**src/a2fc_pkg.sv**
```systemverilog
// ---------------------------------------------------------------------------
// a2fc_pkg: shared types and constants for the alignment to flow converter
// Holds the gap character, configuration register indexes, the flow order
// storage size and the sequencer state encoding.
// ---------------------------------------------------------------------------
package a2fc_pkg;

    // Character that marks a gap in either aligned sequence.
    localparam logic [7:0] GAP_CHAR = 8'd45;

    // Number of flow order characters held by the two order registers.
    localparam int ORDER_CHARS = 16;

    // Bits of the running flow index plus key offset fed to the remainder unit.
    localparam int PHASE_SRC_W = 12;

    // Configuration register indexes.
    localparam logic [2:0] CFG_ORDER_LOW  = 3'd0;
    localparam logic [2:0] CFG_ORDER_HIGH = 3'd1;
    localparam logic [2:0] CFG_ORDER_LEN  = 3'd2;
    localparam logic [2:0] CFG_KEY_FLOWS  = 3'd3;
    localparam logic [2:0] CFG_WANTED     = 3'd4;

    // Sequencer states, one-hot.
    typedef enum logic [5:0] {
        ST_IDLE  = 6'b000001,
        ST_EVAL  = 6'b000010,
        ST_OPEN  = 6'b000100,
        ST_MOD   = 6'b001000,
        ST_CLOSE = 6'b010000,
        ST_END   = 6'b100000
    } t_state;

endpackage

```
**src/alignment_to_flow_counts.sv**
```systemverilog
// ---------------------------------------------------------------------------
// alignment_to_flow_counts: aligned columns to flow-space homopolymer counts
// Groups aligned columns into windows of consistent bases and, when a window
// closes, walks the cyclic flow order writing one flow result per cycle unless stalled.
// ---------------------------------------------------------------------------
// A column is evaluated and either extends the open window or closes it and opens a new
// one. Closing a window first finds the flow phase remainder (one bit a cycle through
// a single subtractor), then writes the flows; the last column may close two windows.
// Columns are taken only when idle, and a stalled result word holds up the flow writes.
// Results leave via one register. Reset (synchronous, active low) restores register
// defaults and clears the control state; payload registers are not reset.
module alignment_to_flow_counts
    import a2fc_pkg::*;
#(
    parameter int MAX_ORDER_LENGTH = 16,
    parameter int MAX_FLOWS        = 1024,
    parameter int MAX_COLUMNS      = 65535
) (
    input  logic        i_clk,
    input  logic        i_rst_n,
    // Column input: tdata = genome_char[7:0], read_char[15:8]; tlast = last_column.
    input  logic        s_axis_tvalid,
    output logic        s_axis_tready,
    input  logic [15:0] s_axis_tdata,
    input  logic        s_axis_tlast,
    // Result output: tdata = flow_number[9:0], genome_count[17:10],
    // read_count[25:18], columns_used[41:26], zero pad[47:42];
    // tuser = flow_present; tlast = final_result.
    output logic        m_axis_tvalid,
    input  logic        m_axis_tready,
    output logic [47:0] m_axis_tdata,
    output logic        m_axis_tuser,
    output logic        m_axis_tlast,
    // Configuration write channel.
    input  logic        i_cfg_valid,
    output logic        o_cfg_ready,
    input  logic [2:0]  i_cfg_index,
    input  logic [63:0] i_cfg_data
);

    localparam int LEN_CAP = (MAX_ORDER_LENGTH < ORDER_CHARS) ? MAX_ORDER_LENGTH : ORDER_CHARS;
    localparam logic [4:0]  LEN_CAP_W = 5'(LEN_CAP);
    localparam logic [12:0] FLOW_CAP  = 13'(MAX_FLOWS);
    localparam int CW = $clog2(MAX_COLUMNS + 1);
    localparam logic [CW-1:0] COL_MAX = CW'(MAX_COLUMNS);
    localparam logic [3:0] MOD_STEPS = 4'(PHASE_SRC_W);

    // Low 16 bits of a column count, zero extended where the count is narrower.
    function automatic logic [15:0] to16(input logic [CW-1:0] v);
        logic [CW+15:0] t;
        t = {16'b0, v};
        return t[15:0];
    endfunction

    // Configuration registers.
    logic [63:0] r_order_lo, n_order_lo;
    logic [63:0] r_order_hi, n_order_hi;
    logic [4:0]  r_order_len, n_order_len;
    logic [7:0]  r_key, n_key;
    logic [10:0] r_wanted, n_wanted;

    // Alignment state.
    logic [7:0]    r_gbase, n_gbase, r_rbase, n_rbase;
    logic [7:0]    r_gcnt, n_gcnt, r_rcnt, n_rcnt;
    logic          r_open, n_open;
    logic [10:0]   r_nf, n_nf;
    logic [CW-1:0] r_wsc, n_wsc;
    logic [CW-1:0] r_col, n_col;
    logic          r_fin, n_fin;

    // Sequencer and close loop state.
    t_state      r_state, n_state;
    logic [7:0]  r_g, n_g, r_r, n_r;
    logic        r_last, n_last;
    logic        r_gs, n_gs, r_rs, n_rs, r_hit, n_hit, r_any, n_any;
    logic        r_lastclose, n_lastclose;
    logic [4:0]  r_steps, n_steps;
    logic [4:0]  r_phase, n_phase;
    logic [PHASE_SRC_W-1:0] r_modx, n_modx;
    logic [3:0]  r_modcnt, n_modcnt;

    // Pending flow word, held until it is known whether it is the final one.
    logic        r_pv, n_pv;
    logic [9:0]  r_p_flow, n_p_flow;
    logic [7:0]  r_p_g, n_p_g, r_p_r, n_p_r;

    // Output register.
    logic        r_ov, n_ov;
    logic [9:0]  r_o_flow, n_o_flow;
    logic [7:0]  r_o_g, n_o_g, r_o_r, n_o_r;
    logic        r_o_pres, n_o_pres, r_o_fin, n_o_fin;
    logic [15:0] r_o_used, n_o_used;

    // Derived values.
    logic [4:0]   w_len;
    logic [10:0]  w_lim;
    logic [127:0] w_order;
    logic [7:0]   w_ch;
    logic         w_ext;
    logic         w_equal;
    logic         w_loop;
    logic         w_out_free;
    logic         w_can_push;
    logic [4:0]   w_sh;
    logic [4:0]   w_phase_inc;
    logic         w_gm, w_rm;
    logic [15:0]  w_used;

    // Effective order length and flow limit after clamping.
    always_comb begin
        if (r_order_len == 5'd0) begin
            w_len = 5'd1;
        end else if (r_order_len > LEN_CAP_W) begin
            w_len = LEN_CAP_W;
        end else begin
            w_len = r_order_len;
        end
        w_lim = ({2'b00, r_wanted} > FLOW_CAP) ? FLOW_CAP[10:0] : r_wanted;
    end

    // Current flow character, window consistency and loop condition.
    always_comb begin
        w_order = {r_order_hi, r_order_lo};
        w_ch    = w_order[{r_phase[3:0], 3'b000} +: 8];
        w_ext   = 1'b1;
        if (!(r_g == r_gbase && r_r == r_rbase)) begin
            if (r_g != r_gbase && r_gbase != GAP_CHAR && r_g != GAP_CHAR) begin
                w_ext = 1'b0;
            end
            if (r_r != r_rbase && r_rbase != GAP_CHAR && r_r != GAP_CHAR) begin
                w_ext = 1'b0;
            end
        end
        w_equal = (r_gbase == r_rbase);
        w_loop  = !r_hit && (r_nf < w_lim) && (r_steps < w_len) &&
                  (w_equal || !r_gs || !r_rs);
        w_out_free  = !r_ov || m_axis_tready;
        w_can_push  = !r_pv || w_out_free;
        w_sh        = {r_phase[3:0], r_modx[PHASE_SRC_W-1]};
        w_phase_inc = (5'(r_phase + 5'd1) == w_len) ? 5'd0 : 5'(r_phase + 5'd1);
        w_gm        = (r_gbase == w_ch) || (r_gbase == GAP_CHAR && !r_gs);
        w_rm        = (r_rbase == w_ch) || (r_rbase == GAP_CHAR && !r_rs);
        w_used      = r_fin ? to16(r_wsc) : to16(r_col);
    end

    // Next state of the sequencer, alignment state and output path.
    always_comb begin
        n_order_lo = r_order_lo;  n_order_hi = r_order_hi;
        n_order_len = r_order_len; n_key = r_key; n_wanted = r_wanted;
        n_gbase = r_gbase; n_rbase = r_rbase; n_gcnt = r_gcnt; n_rcnt = r_rcnt;
        n_open = r_open; n_nf = r_nf; n_wsc = r_wsc; n_col = r_col; n_fin = r_fin;
        n_state = r_state; n_g = r_g; n_r = r_r; n_last = r_last;
        n_gs = r_gs; n_rs = r_rs; n_hit = r_hit; n_any = r_any;
        n_lastclose = r_lastclose; n_steps = r_steps; n_phase = r_phase;
        n_modx = r_modx; n_modcnt = r_modcnt;
        n_pv = r_pv; n_p_flow = r_p_flow; n_p_g = r_p_g; n_p_r = r_p_r;
        n_ov = r_ov; n_o_flow = r_o_flow; n_o_g = r_o_g; n_o_r = r_o_r;
        n_o_pres = r_o_pres; n_o_fin = r_o_fin; n_o_used = r_o_used;

        // Output word leaves when the sink takes it.
        if (r_ov && m_axis_tready) begin
            n_ov = 1'b0;
        end

        // Configuration writes.
        if (i_cfg_valid) begin
            case (i_cfg_index)
                CFG_ORDER_LOW:  n_order_lo  = i_cfg_data;
                CFG_ORDER_HIGH: n_order_hi  = i_cfg_data;
                CFG_ORDER_LEN:  n_order_len = i_cfg_data[4:0];
                CFG_KEY_FLOWS:  n_key       = i_cfg_data[7:0];
                CFG_WANTED:     n_wanted    = i_cfg_data[10:0];
                default: ;
            endcase
        end

        case (r_state)
            ST_IDLE: begin
                if (s_axis_tvalid) begin
                    n_g     = s_axis_tdata[7:0];
                    n_r     = s_axis_tdata[15:8];
                    n_last  = s_axis_tlast;
                    n_state = ST_EVAL;
                end
            end

            ST_EVAL: begin
                if (r_fin) begin
                    n_state = ST_END;
                end else if (r_open && w_ext) begin
                    // Column extends the window.
                    if (r_gbase == GAP_CHAR) n_gbase = r_g;
                    if (r_rbase == GAP_CHAR) n_rbase = r_r;
                    if (r_g != GAP_CHAR && r_gcnt != 8'd255) n_gcnt = 8'(r_gcnt + 8'd1);
                    if (r_r != GAP_CHAR && r_rcnt != 8'd255) n_rcnt = 8'(r_rcnt + 8'd1);
                    if (r_col < COL_MAX) n_col = CW'(r_col + 1'b1);
                    n_lastclose = 1'b1;
                    n_state     = r_last ? ST_MOD : ST_END;
                end else if (r_open) begin
                    n_lastclose = 1'b0;
                    n_state     = ST_MOD;
                end else begin
                    n_state = ST_OPEN;
                end
            end

            ST_OPEN: begin
                if (r_nf >= w_lim) begin
                    n_fin   = 1'b1;
                    n_open  = 1'b0;
                    n_wsc   = r_col;
                    n_state = ST_END;
                end else begin
                    n_open  = 1'b1;
                    n_gbase = r_g;
                    n_rbase = r_r;
                    n_gcnt  = (r_g != GAP_CHAR) ? 8'd1 : 8'd0;
                    n_rcnt  = (r_r != GAP_CHAR) ? 8'd1 : 8'd0;
                    n_wsc   = r_col;
                    if (r_col < COL_MAX) n_col = CW'(r_col + 1'b1);
                    n_lastclose = 1'b1;
                    n_state     = r_last ? ST_MOD : ST_END;
                end
            end

            // Flow phase (key + flow) mod length, one bit a cycle.
            ST_MOD: begin
                n_phase  = (w_sh >= w_len) ? 5'(w_sh - w_len) : w_sh;
                n_modx   = {r_modx[PHASE_SRC_W-2:0], 1'b0};
                n_modcnt = 4'(r_modcnt - 4'd1);
                if (r_modcnt == 4'd1) begin
                    n_state = ST_CLOSE;
                end
            end

            // One flow of the closing window per cycle, while the output can take it.
            ST_CLOSE: begin
                n_open = 1'b0;
                if (w_loop) begin
                    if (w_can_push) begin
                        if (r_pv) begin
                            n_ov = 1'b1; n_o_flow = r_p_flow; n_o_g = r_p_g;
                            n_o_r = r_p_r; n_o_pres = 1'b1; n_o_fin = 1'b0;
                            n_o_used = 16'd0;
                        end
                        n_pv     = 1'b1;
                        n_p_flow = r_nf[9:0];
                        n_p_g    = 8'd0;
                        n_p_r    = 8'd0;
                        if (w_equal) begin
                            if (r_gbase == w_ch) begin
                                n_p_g = r_gcnt;
                                n_p_r = r_rcnt;
                                n_hit = 1'b1;
                            end else begin
                                n_steps = 5'(r_steps + 5'd1);
                            end
                        end else begin
                            if (w_gm) begin
                                n_p_g = r_gcnt;
                                n_gs  = 1'b1;
                            end
                            if (w_rm) begin
                                n_p_r = r_rcnt;
                                n_rs  = 1'b1;
                            end
                            n_steps = 5'(r_steps + 5'd1);
                        end
                        n_nf    = 11'(r_nf + 11'd1);
                        n_phase = w_phase_inc;
                        n_any   = 1'b1;
                    end
                end else begin
                    // Loop done: decide whether emission ends here.
                    if (!r_any) begin
                        n_fin = 1'b1;
                    end else if (!w_equal) begin
                        if (!r_gs || !r_rs || r_nf >= w_lim) begin
                            n_fin = 1'b1;
                            n_wsc = r_col;
                        end
                    end else if (!r_hit) begin
                        n_fin = 1'b1;
                    end else if (r_nf >= w_lim) begin
                        n_fin = 1'b1;
                        n_wsc = r_col;
                    end
                    n_state = (n_fin || r_lastclose) ? ST_END : ST_OPEN;
                end
            end

            // Hand over the held word; on the last column mark the final result.
            ST_END: begin
                if (r_last) begin
                    if (w_out_free) begin
                        n_ov = 1'b1;
                        n_o_fin = 1'b1;
                        n_o_used = w_used;
                        if (r_pv) begin
                            n_o_flow = r_p_flow; n_o_g = r_p_g; n_o_r = r_p_r;
                            n_o_pres = 1'b1;
                        end else begin
                            n_o_flow = 10'd0; n_o_g = 8'd0; n_o_r = 8'd0;
                            n_o_pres = 1'b0;
                        end
                        n_pv = 1'b0;
                        n_gbase = 8'd0; n_rbase = 8'd0; n_gcnt = 8'd0; n_rcnt = 8'd0;
                        n_open = 1'b0; n_nf = 11'd0; n_wsc = '0; n_col = '0;
                        n_fin = 1'b0;
                        n_state = ST_IDLE;
                    end
                end else if (!r_pv) begin
                    n_state = ST_IDLE;
                end else if (w_out_free) begin
                    n_ov = 1'b1; n_o_flow = r_p_flow; n_o_g = r_p_g; n_o_r = r_p_r;
                    n_o_pres = 1'b1; n_o_fin = 1'b0; n_o_used = 16'd0;
                    n_pv = 1'b0;
                    n_state = ST_IDLE;
                end
            end

            default: n_state = ST_IDLE;
        endcase

        // Set up a window close: remainder unit inputs and loop flags.
        if (r_state == ST_EVAL || r_state == ST_OPEN) begin
            if (n_state == ST_MOD) begin
                n_open   = 1'b0;
                n_modx   = PHASE_SRC_W'({4'b0000, r_key}) + PHASE_SRC_W'(r_nf);
                n_modcnt = MOD_STEPS;
                n_phase  = 5'd0;
                n_gs = 1'b0; n_rs = 1'b0; n_hit = 1'b0; n_any = 1'b0;
                n_steps = 5'd0;
            end
        end
    end

    // Control and configuration registers.
    always_ff @(posedge i_clk) begin
        if (!i_rst_n) begin
            r_state <= ST_IDLE;
            r_order_lo <= 64'd0; r_order_hi <= 64'd0; r_order_len <= 5'd4;
            r_key <= 8'd0; r_wanted <= 11'd1024;
            r_gbase <= 8'd0; r_rbase <= 8'd0; r_gcnt <= 8'd0; r_rcnt <= 8'd0;
            r_open <= 1'b0; r_nf <= 11'd0; r_wsc <= '0; r_col <= '0; r_fin <= 1'b0;
            r_pv <= 1'b0; r_ov <= 1'b0;
            r_gs <= 1'b0; r_rs <= 1'b0; r_hit <= 1'b0; r_any <= 1'b0;
            r_lastclose <= 1'b0; r_steps <= 5'd0; r_modcnt <= 4'd0;
        end else begin
            r_state <= n_state;
            r_order_lo <= n_order_lo; r_order_hi <= n_order_hi; r_order_len <= n_order_len;
            r_key <= n_key; r_wanted <= n_wanted;
            r_gbase <= n_gbase; r_rbase <= n_rbase; r_gcnt <= n_gcnt; r_rcnt <= n_rcnt;
            r_open <= n_open; r_nf <= n_nf; r_wsc <= n_wsc; r_col <= n_col; r_fin <= n_fin;
            r_pv <= n_pv; r_ov <= n_ov;
            r_gs <= n_gs; r_rs <= n_rs; r_hit <= n_hit; r_any <= n_any;
            r_lastclose <= n_lastclose; r_steps <= n_steps; r_modcnt <= n_modcnt;
        end
    end

    // Payload registers.
    always_ff @(posedge i_clk) begin
        r_g <= n_g; r_r <= n_r; r_last <= n_last;
        r_phase <= n_phase; r_modx <= n_modx;
        r_p_flow <= n_p_flow; r_p_g <= n_p_g; r_p_r <= n_p_r;
        r_o_flow <= n_o_flow; r_o_g <= n_o_g; r_o_r <= n_o_r;
        r_o_pres <= n_o_pres; r_o_fin <= n_o_fin; r_o_used <= n_o_used;
    end

    // Ports.
    assign s_axis_tready = (r_state == ST_IDLE);
    assign o_cfg_ready   = 1'b1;
    assign m_axis_tvalid = r_ov;
    assign m_axis_tdata  = {6'b000000, r_o_used, r_o_r, r_o_g, r_o_flow};
    assign m_axis_tuser  = r_o_pres;
    assign m_axis_tlast  = r_o_fin;

endmodule

```
**config.mk**
```make
export PLATFORM = sky130hd
export DESIGN_NAME = alignment_to_flow_counts
export DESIGN_NICKNAME = d
export VERILOG_FILES = /design/src/a2fc_pkg.sv /design/src/alignment_to_flow_counts.sv
export SDC_FILE = /design/constraint.sdc
export NUM_CORES = 1
export LEC_CHECK = 0
export ABC_AREA = 1
export BUFFER_PORTS_ARGS = -buffer_cell sky130_fd_sc_hd__buf_4
export CORE_ASPECT_RATIO = 1.5
export CORE_MARGIN = 5
export CORE_UTILIZATION = 30
export CTS_CLUSTER_SIZE = 20
export DETAILED_ROUTE_END_ITERATION = 6
export PLACE_DENSITY = 0.43
export SLEW_MARGIN = 20
export SYNTH_ARGS = -nofsm -noshare
export SYNTH_HDL_FRONTEND = slang
export SYNTH_SLANG_ARGS = --single-unit
```
**constraint.sdc**
```tcl
create_clock -name i_clk -period 6.6 [get_ports i_clk]
set_clock_uncertainty 0.05 [all_clocks]
set_input_delay 0 -clock i_clk [delete_from_list [all_inputs] [get_ports i_clk]]
set_output_delay 0 -clock i_clk [all_outputs]
set_load 0.02 [all_outputs]
```
==> results of run 1 <==
## worst max-delay path by stage
stage | slack, ps | to | from | cells past startpoint
final | 2150 | r_o_g[4] | r_wanted[2] | 18
after global routing | 1730 | r_o_g[3] | r_wanted[6] | 18
after CTS | 2070 | r_o_g[4] | r_wanted[2] | 18
after detailed placement | 2060 | r_o_g[4] | r_wanted[2] | 18
after global placement | 2110 | r_o_g[4] | r_wanted[2] | 18
after floorplan | 1420 | m_axis_tlast | r_wanted[2] | 19
## what timing repair did
action,CTS,global route
setup buffers,0,0
endpoints found under the hold margin,185,0
endpoints found under the setup margin,0,0
hold buffers,92,0
## final cells by class
cell class | count | area (um^2)
clock inverters | 9 | 100.1
inverters | 273 | 1025
well taps | 770 | 963.4
multi-input cells | 1634 | 7959
repair buffers | 243 | 2054
fillers | 6178 | 36490
clock buffers | 58 | 1132
flip-flops and latches | 355 | 7979
## routing by layer
layer | up-vias | wire, um | global-route usage [%]
met5 | - | 0 | 0
met4 | 0 | 1634 | 5.384
met3 | 86 | 1887 | 1.813
met2 | 332 | 27980 | 31.32
met1 | 7274 | 22230 | 20.02
li1 | 8094 | - | -
## report_power, final
group / internal [uW] / total (uW) / switching, uW / leakage, uW
sequential: 2270 / 2310 / 34.6 / 0.00289
clock: 1270 / 2170 / 902 / 0.000597
combinational: 154 / 397 / 243 / 0.00483
total: 3690 / 4870 / 1180 / 0.00832
## cells in the mapped netlist (4+ instances only)
master    count  area share [%]
buf_1         7            0.15
dfxtp_1     268              31
xor2_1       39             2.0
buf_4        10            0.43
a21oi_1     211             6.1
nor2_1      320             6.9
edfxtp_1     87              15
nand4_1      54             1.9
buf_2        19            0.55
mux2i_1       7            0.40
or2_2         5            0.18
inv_1       265             5.7
o211ai_1      9            0.39
nor4_1       17            0.61
o21bai_1      4            0.17
ha_1         36             2.6
o21ai_0     229             6.6
xnor2_1       8            0.40
clkinv_1      5            0.11
nor3_1       18            0.52
nand3_1     162             4.7
nand2_1     477              10
clkbuf_1     87             1.9
## stage by stage
step	hold slack, ps	total power, uW	setup WS [ps]	cell area (um^2)	utilization, %
2_1_floorplan	48.87	2571	1423	17440	-
3_3_place_gp	130.0	2712	2113	19050	33.02
3_5_place_dp	129.6	2716	2063	19060	33.03
4_1_cts	107.4	4967	2073	21210	36.76
5_1_grt	115.2	5090	1727	21210	36.76
6_report	139.6	4873	2152	21210	36.76
## worst max-delay path, stage by stage (launching register included)
cell and delay (ps):
dfxtp_1 320, nor4_1 320, a31o_2 300, nand2_1 80, ha_1 290, nand2_1 60
inv_1 40, o21ai_0 140, nand2_1 80, nand2_1 60, o211ai_1 80, nor2_1 300
nand3_1 160, nand2_1 90, inv_1 50, nor2_1 510, nand2_1 190, a21oi_4 600
buf_4 410
## cells by family after synthesis
logic type | after synthesis | share of synthesized area (%)
compound gates | 466 | 13.80
flops | 355 | 45.78
fa+ha+maj | 38 | 2.815
buf+inv | 396 | 8.882
other cells | 2 | 0.04310
xor+xnor | 47 | 2.362
mux | 7 | 0.4021
simple gates | 1069 | 25.91
## state kept, by name, summed over array words and instances, names as in the netlist, 10 cells and up
name        count
r_nf           11
r_wanted       11
r_modx         12
r_col          16
r_o_flow       10
r_order_hi     64
r_wsc          16
r_order_lo     64
r_p_flow       10
r_o_used       16
==> results.sh, run 1 <==
export IMPL_cp_required_ps=6760
export IMPL_most_common_cell_after_layout_fill_and_taps_aside="nand2_1"
export IMPL_final_hold_violation_count=0
export IMPL_most_common_layout_cells="477 x nand2_1, 318 x nor2_1, 267 x dfxtp_1"
export IMPL_clock_tree_htree_level_count=2
export IMPL_number_of_global_route_vias_before_repair=15517
export IMPL_fmaxAchievable_mhz=224.8
export IMPL_worst_setup_path_end_kind="flop"
export IMPL_die_width_um=206.8
export IMPL_dp_hpwl_um=38020
export IMPL_timing_final_max_slew_violations=0
export IMPL_max_cap_violations=0
export IMPL_core_area_um2=57700
export IMPL_number_of_non_filler_instances_in_the_completed_layout=3342
export IMPL_viasPerCell=4.724
export IMPL_r2r_start="r_wanted[2]"
export IMPL_route_vias_total=15786
export IMPL_route_antenna_remaining_nets=0
export IMPL_initial_core_util_pct=30.20
export IMPL_die_h_um=305.2
export IMPL_fin_crit_share_pct=67.40
export IMPL_cts_resized=0
export IMPL_drc=0
export IMPL_cts_tree="done"
export IMPL_worstSetupStartpointType="flop"
export IMPL_ys_dominant_reg_cell="dfxtp_1"
export IMPL_clock_tree_buffer_depth=3
export IMPL_irDropWorstVdd_v=0.0001338
export IMPL_outcome="complete, no violations"
export IMPL_cts_root_buf="clkbuf_16"
export IMPL_synth_sequential_area_ratio_pct=45.78
export IMPL_number_of_buffers_created_by_cts=40
export IMPL_totalWireLength_um=53740
export IMPL_worst_pin_slew_ps=1079
export IMPL_synth_ff_latch_count=355
export IMPL_timing_reg2reg_worst_path_depth=18
export IMPL_dp_cells=3183
export IMPL_synth_area_per_cell_um2=7.322
export IMPL_clock_insertion_delay_worst_skew_ps=540
export IMPL_yosysWarnings=0
export IMPL_first_pass_grt_wire_length_um=85720
export IMPL_synth_edf_count=87
export IMPL_wl_per_cell_um=16.08
export IMPL_cts_clk_slew_worst_paths_ps=60
export IMPL_criticalPathCategory="flop to flop"
export IMPL_grt_setup_unrepaired="no"
export IMPL_power_leakage_uw=0.008322
export IMPL_grt_usage_pct=16.83
export IMPL_async_flop_share_pct=0
export IMPL_placement_io_buffers=134
export IMPL_netlist_cell_type_count=43
export IMPL_count_of_tritonroute_iterations_in_the_first_routing_pass=5
export IMPL_report_final_setup_viol=0
export IMPL_power_density_nw_per_um2=229.7
export IMPL_routabilityCongestion=0.8462
export IMPL_die_area_um2=63100
export IMPL_mappedNetlistArea_um2=17430
export IMPL_min_from="s_axis_tdata[11]"
export IMPL_timing_hold_worst_path_depth=2
export IMPL_tritoncts_num_sinks=355
export IMPL_grt_max_degree=100
export IMPL_pin_count=142
export IMPL_placement_rows=108
export IMPL_holdCritPathClass="input port to flop"
export IMPL_rr_endpoint="r_o_g[4]"
export IMPL_area_added_between_synthesis_and_finish_pct=21.73
export IMPL_globalRouteOverflowTotal=0
export IMPL_ff2ff_setup_slack_ps=2150
export IMPL_final_setup_tns_ps=0
export IMPL_maximum_fanout_encountered_on_the_critical_timing_path=23
export IMPL_whs_endpoint="r_r[3]"
export IMPL_antenna_diode_count=0
export IMPL_dr_first_iter_drc_count=831
export IMPL_layout_nets=2674
export IMPL_slew_headroom_pct=27.87
export IMPL_drive_above_1_share_pct=8.865
export IMPL_crit_arrival_ps=4610
export IMPL_syn_instance_count=2380
export IMPL_grt_antenna_before_repair=0
export IMPL_period_needed_ps=4448
(Power assumes the default switching activity.)
==> inputs of run 2 (changes only) <==
--- a/config.mk
+++ b/config.mk
@@ -12,7 +12,7 @@
 export CORE_UTILIZATION = 30
 export CTS_CLUSTER_SIZE = 20
 export DETAILED_ROUTE_END_ITERATION = 6
-export PLACE_DENSITY = 0.43
+export PLACE_DENSITY = 0.44
 export SLEW_MARGIN = 20
 export SYNTH_ARGS = -nofsm -noshare
 export SYNTH_HDL_FRONTEND = slang
==> constraint.sdc (replaced) <==
create_clock -name i_clk -period 3.7 [get_ports i_clk]
set_clock_uncertainty 0.05 [all_clocks]
set_input_delay 0 -clock i_clk [delete_from_list [all_inputs] [get_ports i_clk]]
set_output_delay 0 -clock i_clk [all_outputs]
set_load 0.02 [all_outputs]
==> results.sh, run 2 (synthesized netlist as in run 1, its figures left out) <==
export IMPL_dr_first_iter_drc_count=753
export IMPL_final_hold_violation_count=0
export IMPL_path_cells="nor4_1 > a31o_2 > nand2_1 > ha_1 > nand2_1 > inv_1 > o21ai_0 > nand2_1 > nand2_1 > o211ai_1 > nor2_1 > buf_4 > nand2_1 > nand2_2 > nand3_4 > nor2_4 > clkinvlp_4 > nand2_1 > a21oi_1"
export IMPL_initial_core_util_pct=30.20
export IMPL_clock_tree_htree_level_count=2
export IMPL_grt_antenna_before_repair=1
export IMPL_totalWireLength_um=53830
export IMPL_globalRouteOverflowTotal=0
export IMPL_crit_buf_inv=3
export IMPL_count_of_tritonroute_iterations_in_the_first_routing_pass=5
export IMPL_fin_crit_share_pct=89.65
export IMPL_critical_path_top_cell_by_count="nand2_1"
export IMPL_finalWorstSetupSlack_ps=383.1
export IMPL_slew_headroom_pct=30.88
export IMPL_area_added_between_synthesis_and_finish_pct=24.61
export IMPL_grt_max_degree=127
export IMPL_power_uw=8878
export IMPL_clock_tree_buffer_depth=3
export IMPL_fmaxAchievable_mhz=301.5
export IMPL_critical_path_max_stage_delay_ps=320
export IMPL_grt_usage_pct=16.88
export IMPL_most_common_layout_cells="476 x nand2_1, 318 x nor2_1, 267 x dfxtp_1"
export IMPL_placement_io_buffers=134
export IMPL_irDropWorstVdd_v=0.0003062
export IMPL_power_leakage_uw=0.008601
export IMPL_period_needed_ps=3317
export IMPL_timing_final_max_slew_violations=0
export IMPL_report_final_setup_viol=0
export IMPL_number_of_global_route_vias_before_repair=15851
export IMPL_clock_insertion_delay_worst_skew_ps=560
export IMPL_min_from="s_axis_tdata[11]"
export IMPL_layout_nets=2716
export IMPL_outcome="complete, no violations"
export IMPL_wl_per_cell_um=15.88
export IMPL_grt_setup_unrepaired="no"
export IMPL_power_density_nw_per_um2=408.9
export IMPL_multi_input_area_um2=7969
export IMPL_core_area_um2=57700
export IMPL_placement_rows=108
export IMPL_cpMaxStageDelayCell="dfxtp_1"
export IMPL_worstSetupStartpointType="flop"
export IMPL_biggestRegsByFlops="r_order_hi (64), r_order_lo (64)"
export IMPL_holdCritPathClass="input port to flop"
export IMPL_drive_above_1_share_pct=10.46
export IMPL_route_vias_total=15943
export IMPL_route_antenna_remaining_nets=0
export IMPL_final_core_utilization_pct=37.63
export IMPL_routabilityCongestion=0.8778
export IMPL_most_common_cell_after_layout_fill_and_taps_aside="nand2_1"
export IMPL_cts_clk_slew_worst_paths_ps=60
export IMPL_tritoncts_num_sinks=355
export IMPL_r2r_start="r_wanted[2]"
export IMPL_cts_root_buf="clkbuf_16"
export IMPL_worst_setup_path_end_kind="flop"
export IMPL_criticalPathCategory="flop to flop"
export IMPL_worst_pin_slew_ps=1037
export IMPL_crit_arrival_ps=3670
export IMPL_die_area_um2=63100
export IMPL_final_setup_tns_ps=0
export IMPL_viasPerCell=4.703
export IMPL_pin_count=142
export IMPL_first_pass_grt_wire_length_um=85910
export IMPL_maximum_fanout_encountered_on_the_critical_timing_path=9
export IMPL_die_h_um=305.2
export IMPL_layout_area_seq_um2=7979
export IMPL_dp_hpwl_um=38630
export IMPL_timing_critical_path_from="r_wanted[2]"
export IMPL_max_cap_violations=0
export IMPL_drc=0
export IMPL_worst_path_dominant_cell_family="simple AND/OR/NAND/NOR gates"
export IMPL_post_place_ws_ps=300.1
export IMPL_cp_required_ps=4050
export IMPL_number_of_buffers_created_by_cts=41
export IMPL_die_width_um=206.8
export IMPL_cts_tree="done"
export IMPL_number_of_fillers_in_the_final_layout=6179
export IMPL_ff2ff_setup_slack_ps=380
## run 2: power by group
part           internal (uW)  leakage (uW)  switching [uW]
combinational            291       0.00506             441
sequential              4060       0.00289            61.2
clock                   2390      0.000653            1640
total                   6740       0.00860            2140
## run 2: final timing paths
path | end | cells past startpoint
worst max-delay path | r_gbase[5] | 19
worst min-delay path | r_r[3] | 2
worst min register to register | r_order_lo[17] | 2
worst max register to register | r_gbase[5] | 19
## run 2: final cells by class
type                       instances  area share (%)
timing repair buffer             284           11.28
multi-input combinational       1634           36.70
sequential                       355           36.75
clock inverter                    12          0.5417
tap                              770           4.437
inverter                         273           4.737
clock buffer                      61           5.543
antenna                            1         0.01152
## run 2: per-stage QoR
stage               hold WS (ps)  instance area, um^2  instances
global placement           129.7                19370       3215
CTS                        84.54                21660       3385
floorplan                  48.87                17460       2385
finish                     120.1                21710       3390
global route               101.0                21710       3390
detailed placement         130.3                19370       3215
## run 2: worst reg2reg max path: stages, from the launching register on
cell and delay, ps:
dfxtp_1 320, nor4_1 310, a31o_2 290, nand2_1 80, ha_1 290, nand2_1 70
inv_1 30, o21ai_0 140, nand2_1 70, nand2_1 70, o211ai_1 80, nor2_1 100
buf_4 140, nand2_1 160, nand2_2 160, nand3_4 150, nor2_4 280, clkinvlp_4 220
nand2_1 100, a21oi_1 60
## run 2: timing repair
action                                 CTS  global route
hold buffers                            97             0
setup buffers                            0             4
resized for setup                        0             4
endpoints found under the hold margin  176             0
setup endpoints to repair                0             8
## run 2: per-layer routing
layer | vias up | global-route usage [%] | wire, um
li1 | 8187 | - | -
met1 | 7322 | 19.61 | 21850
met2 | 323 | 30.88 | 27860
met3 | 111 | 2.322 | 1918
met4 | 0 | 6.830 | 2198
met5 | - | 0 | 0
==> inputs of run 3 (changes only) <==
--- a/config.mk
+++ b/config.mk
@@ -12,7 +12,6 @@
 export CORE_UTILIZATION = 30
 export CTS_CLUSTER_SIZE = 20
 export DETAILED_ROUTE_END_ITERATION = 6
-export PLACE_DENSITY = 0.44
 export SLEW_MARGIN = 20
 export SYNTH_ARGS = -nofsm -noshare
 export SYNTH_HDL_FRONTEND = slang
==> results.sh, run 3 (synthesized netlist as in run 1, its figures left out) <==
export IMPL_outcome="complete, no violations"
export IMPL_post_cts_setup_buffer_count=0
export IMPL_fin_crit_share_pct=88.23
export IMPL_clock_tree_htree_level_count=2
export IMPL_count_of_tritonroute_iterations_in_the_first_routing_pass=5
export IMPL_route_antenna_remaining_nets=0
export IMPL_dr_first_iter_drc_count=800
export IMPL_worstSetupStartpointType="flop"
export IMPL_irDropWorstVdd_v=0.0002629
export IMPL_drive_above_1_share_pct=10.10
export IMPL_antenna_diode_count=0
export IMPL_power_density_nw_per_um2=406.4
export IMPL_placement_io_buffers=134
export IMPL_worst_setup_path_end_kind="flop"
export IMPL_crit_arrival_ps=3670
export IMPL_most_common_layout_cells="477 x nand2_1, 317 x nor2_1, 267 x dfxtp_1"
export IMPL_fmaxAchievable_mhz=306.3
export IMPL_power_switching_share_pct=24.11
export IMPL_routabilityCongestion=0.8668
export IMPL_number_of_buffers_created_by_cts=39
export IMPL_cts_tree="done"
export IMPL_cts_clk_slew_worst_paths_ps=60
export IMPL_drc=0
export IMPL_grt_max_degree=90
export IMPL_core_area_um2=57700
export IMPL_clock_tree_buffer_depth=3
export IMPL_die_area_um2=63100
export IMPL_timing_final_max_slew_violations=0
export IMPL_pin_count=142
export IMPL_placedInstanceArea_um2=19300
export IMPL_max_cap_violations=0
export IMPL_initial_core_util_pct=30.20
export IMPL_power_switching_uw=2120
export IMPL_die_h_um=305.2
export IMPL_critical_path_max_stage_delay_ps=320
export IMPL_period_needed_ps=3265
export IMPL_grt_antenna_before_repair=0
export IMPL_power_leakage_uw=0.008561
export IMPL_report_final_setup_viol=0
export IMPL_slew_headroom_pct=42.89
export IMPL_die_width_um=206.8
export IMPL_most_common_cell_after_layout_fill_and_taps_aside="nand2_1"
export IMPL_maximum_fanout_encountered_on_the_critical_timing_path=9
export IMPL_dp_cells=3207
export IMPL_path_cells="nor4_1 > a31o_2 > nand2_1 > ha_1 > nand2_1 > inv_1 > o21ai_0 > nand2_1 > nand2_1 > o211ai_1 > nor2_2 > nand2_1 > nand2_1 > nand3_4 > nor2_2 > buf_4 > a21oi_1 > nand2_1 > nor2_1"
export IMPL_min_from="i_cfg_index[2]"
export IMPL_layout_nets=2709
export IMPL_seqPwrFrac_pct=46.8
export IMPL_worst_pin_slew_ps=856.7
export IMPL_first_pass_grt_wire_length_um=80250
export IMPL_globalRouteOverflowTotal=0
export IMPL_route_vias_total=15787
export IMPL_clock_power_share_pct=45.0
export IMPL_biggestRegsByFlops="r_order_hi (64), r_order_lo (64)"
export IMPL_area_added_between_synthesis_and_finish_pct=24.19
export IMPL_final_hold_violation_count=0
export IMPL_number_of_global_route_vias_before_repair=15347
export IMPL_timing_critical_path_from="r_wanted[6]"
export IMPL_criticalPathCategory="flop to flop"
export IMPL_grt_usage_pct=15.66
export IMPL_placement_rows=108
export IMPL_wl_per_cell_um=14.78
export IMPL_totalWireLength_um=49990
export IMPL_viasPerCell=4.667
export IMPL_final_setup_tns_ps=0
export IMPL_tritoncts_num_sinks=355
export IMPL_cpMaxStageDelayCell="dfxtp_1"
export IMPL_critical_path_top_cell_by_count="nand2_1"
export IMPL_cellInternalPower_uw=6673
export IMPL_finalInstanceArea_um2=21640
export IMPL_cp_required_ps=4110
export IMPL_clock_insertion_delay_worst_skew_ps=570
export IMPL_grt_setup_unrepaired="no"
export IMPL_power_combinational_fraction_pct=8.2
export IMPL_cts_root_buf="clkbuf_16"
export IMPL_holdCritPathClass="input port to flop"
export IMPL_dp_hpwl_um=35130
export IMPL_r2r_start="r_wanted[6]"
export IMPL_number_of_non_filler_instances_in_the_completed_layout=3383
[run 3: changes by cell type in the layout (fill, tap and decap cells not counted), moves of 2 or more]
cell,delta
clkbuf_8,+3
buf_4,-11
clkinv_4,+2
clkbuf_16,-3
inv_6,+2
dlygate4sd3_1,+7
clkbuf_1,-2
[run 3: cell type report]
type                            count  area (um^2)
Fill cell                        6095        36060
Tap cell                          770        963.4
Sequential cell                   355         7979
Clock buffer                       59         1162
Clock inverter                     13        132.6
Multi-Input combinational cell   1634         7961
Timing Repair Buffer              279         2417
Inverter                          273         1025
[run 3: final timing paths]
path / endpoint / slack (ps) / cells past startpoint
max: r_rcnt[2] / 440 / 19
min: r_wanted[6] / 40 / 4
max reg2reg: r_rcnt[2] / 440 / 19
min reg2reg: r_order_hi[54] / 400 / 2
[run 3: layer usage]
layer | up-vias | global-route usage [%] | wire (um)
li1 | 8168 | - | -
met1 | 7210 | 18.82 | 20680
met2 | 331 | 28.66 | 25850
met3 | 78 | 1.686 | 1926
met4 | 0 | 5.584 | 1527
met5 | - | 0 | 0
[run 3: repair_timing]
action | in CTS | in global routing
hold buffers | 104 | 0
endpoints found under the setup margin | 0 | 30
endpoints found under the hold margin | 187 | 0
resized for setup | 0 | 3
[run 3: power by group through the flow]
stage	Sequential, uW	Combinational, uW	Clock (uW)
4_1_cts	4110	727	4070
5_1_grt	4120	813	4190
6_report	4120	723	3960
3_5_place_dp	4200	635	0
3_3_place_gp	4200	630	0
2_1_floorplan	4180	407	0
[run 3: stage by stage]
| stage | setup slack (ps) | power [uW] | util, % | hold WS (ps) |
|---|---|---|---|---|
| after floorplan | 37.88 | 4586 | - | 48.87 |
| after global placement | 345.5 | 4827 | 33.44 | 129.1 |
| after detailed placement | 303.2 | 4834 | 33.44 | 129.7 |
| after CTS | 319.0 | 8907 | 37.49 | 21.93 |
| after global routing | 84.98 | 9126 | 37.51 | 84.84 |
| final | 435.4 | 8794 | 37.51 | 41.73 |
[run 3: worst max-delay path: cells and delay by family (launching register included)]
| kind | cells | cell delay [ps] |
|---|---|---|
| flops | 1 | 320 |
| buf+inv | 2 | 230 |
| compound gates | 4 | 600 |
| fa+ha+maj | 1 | 290 |
| simple gates | 12 | 1680 |
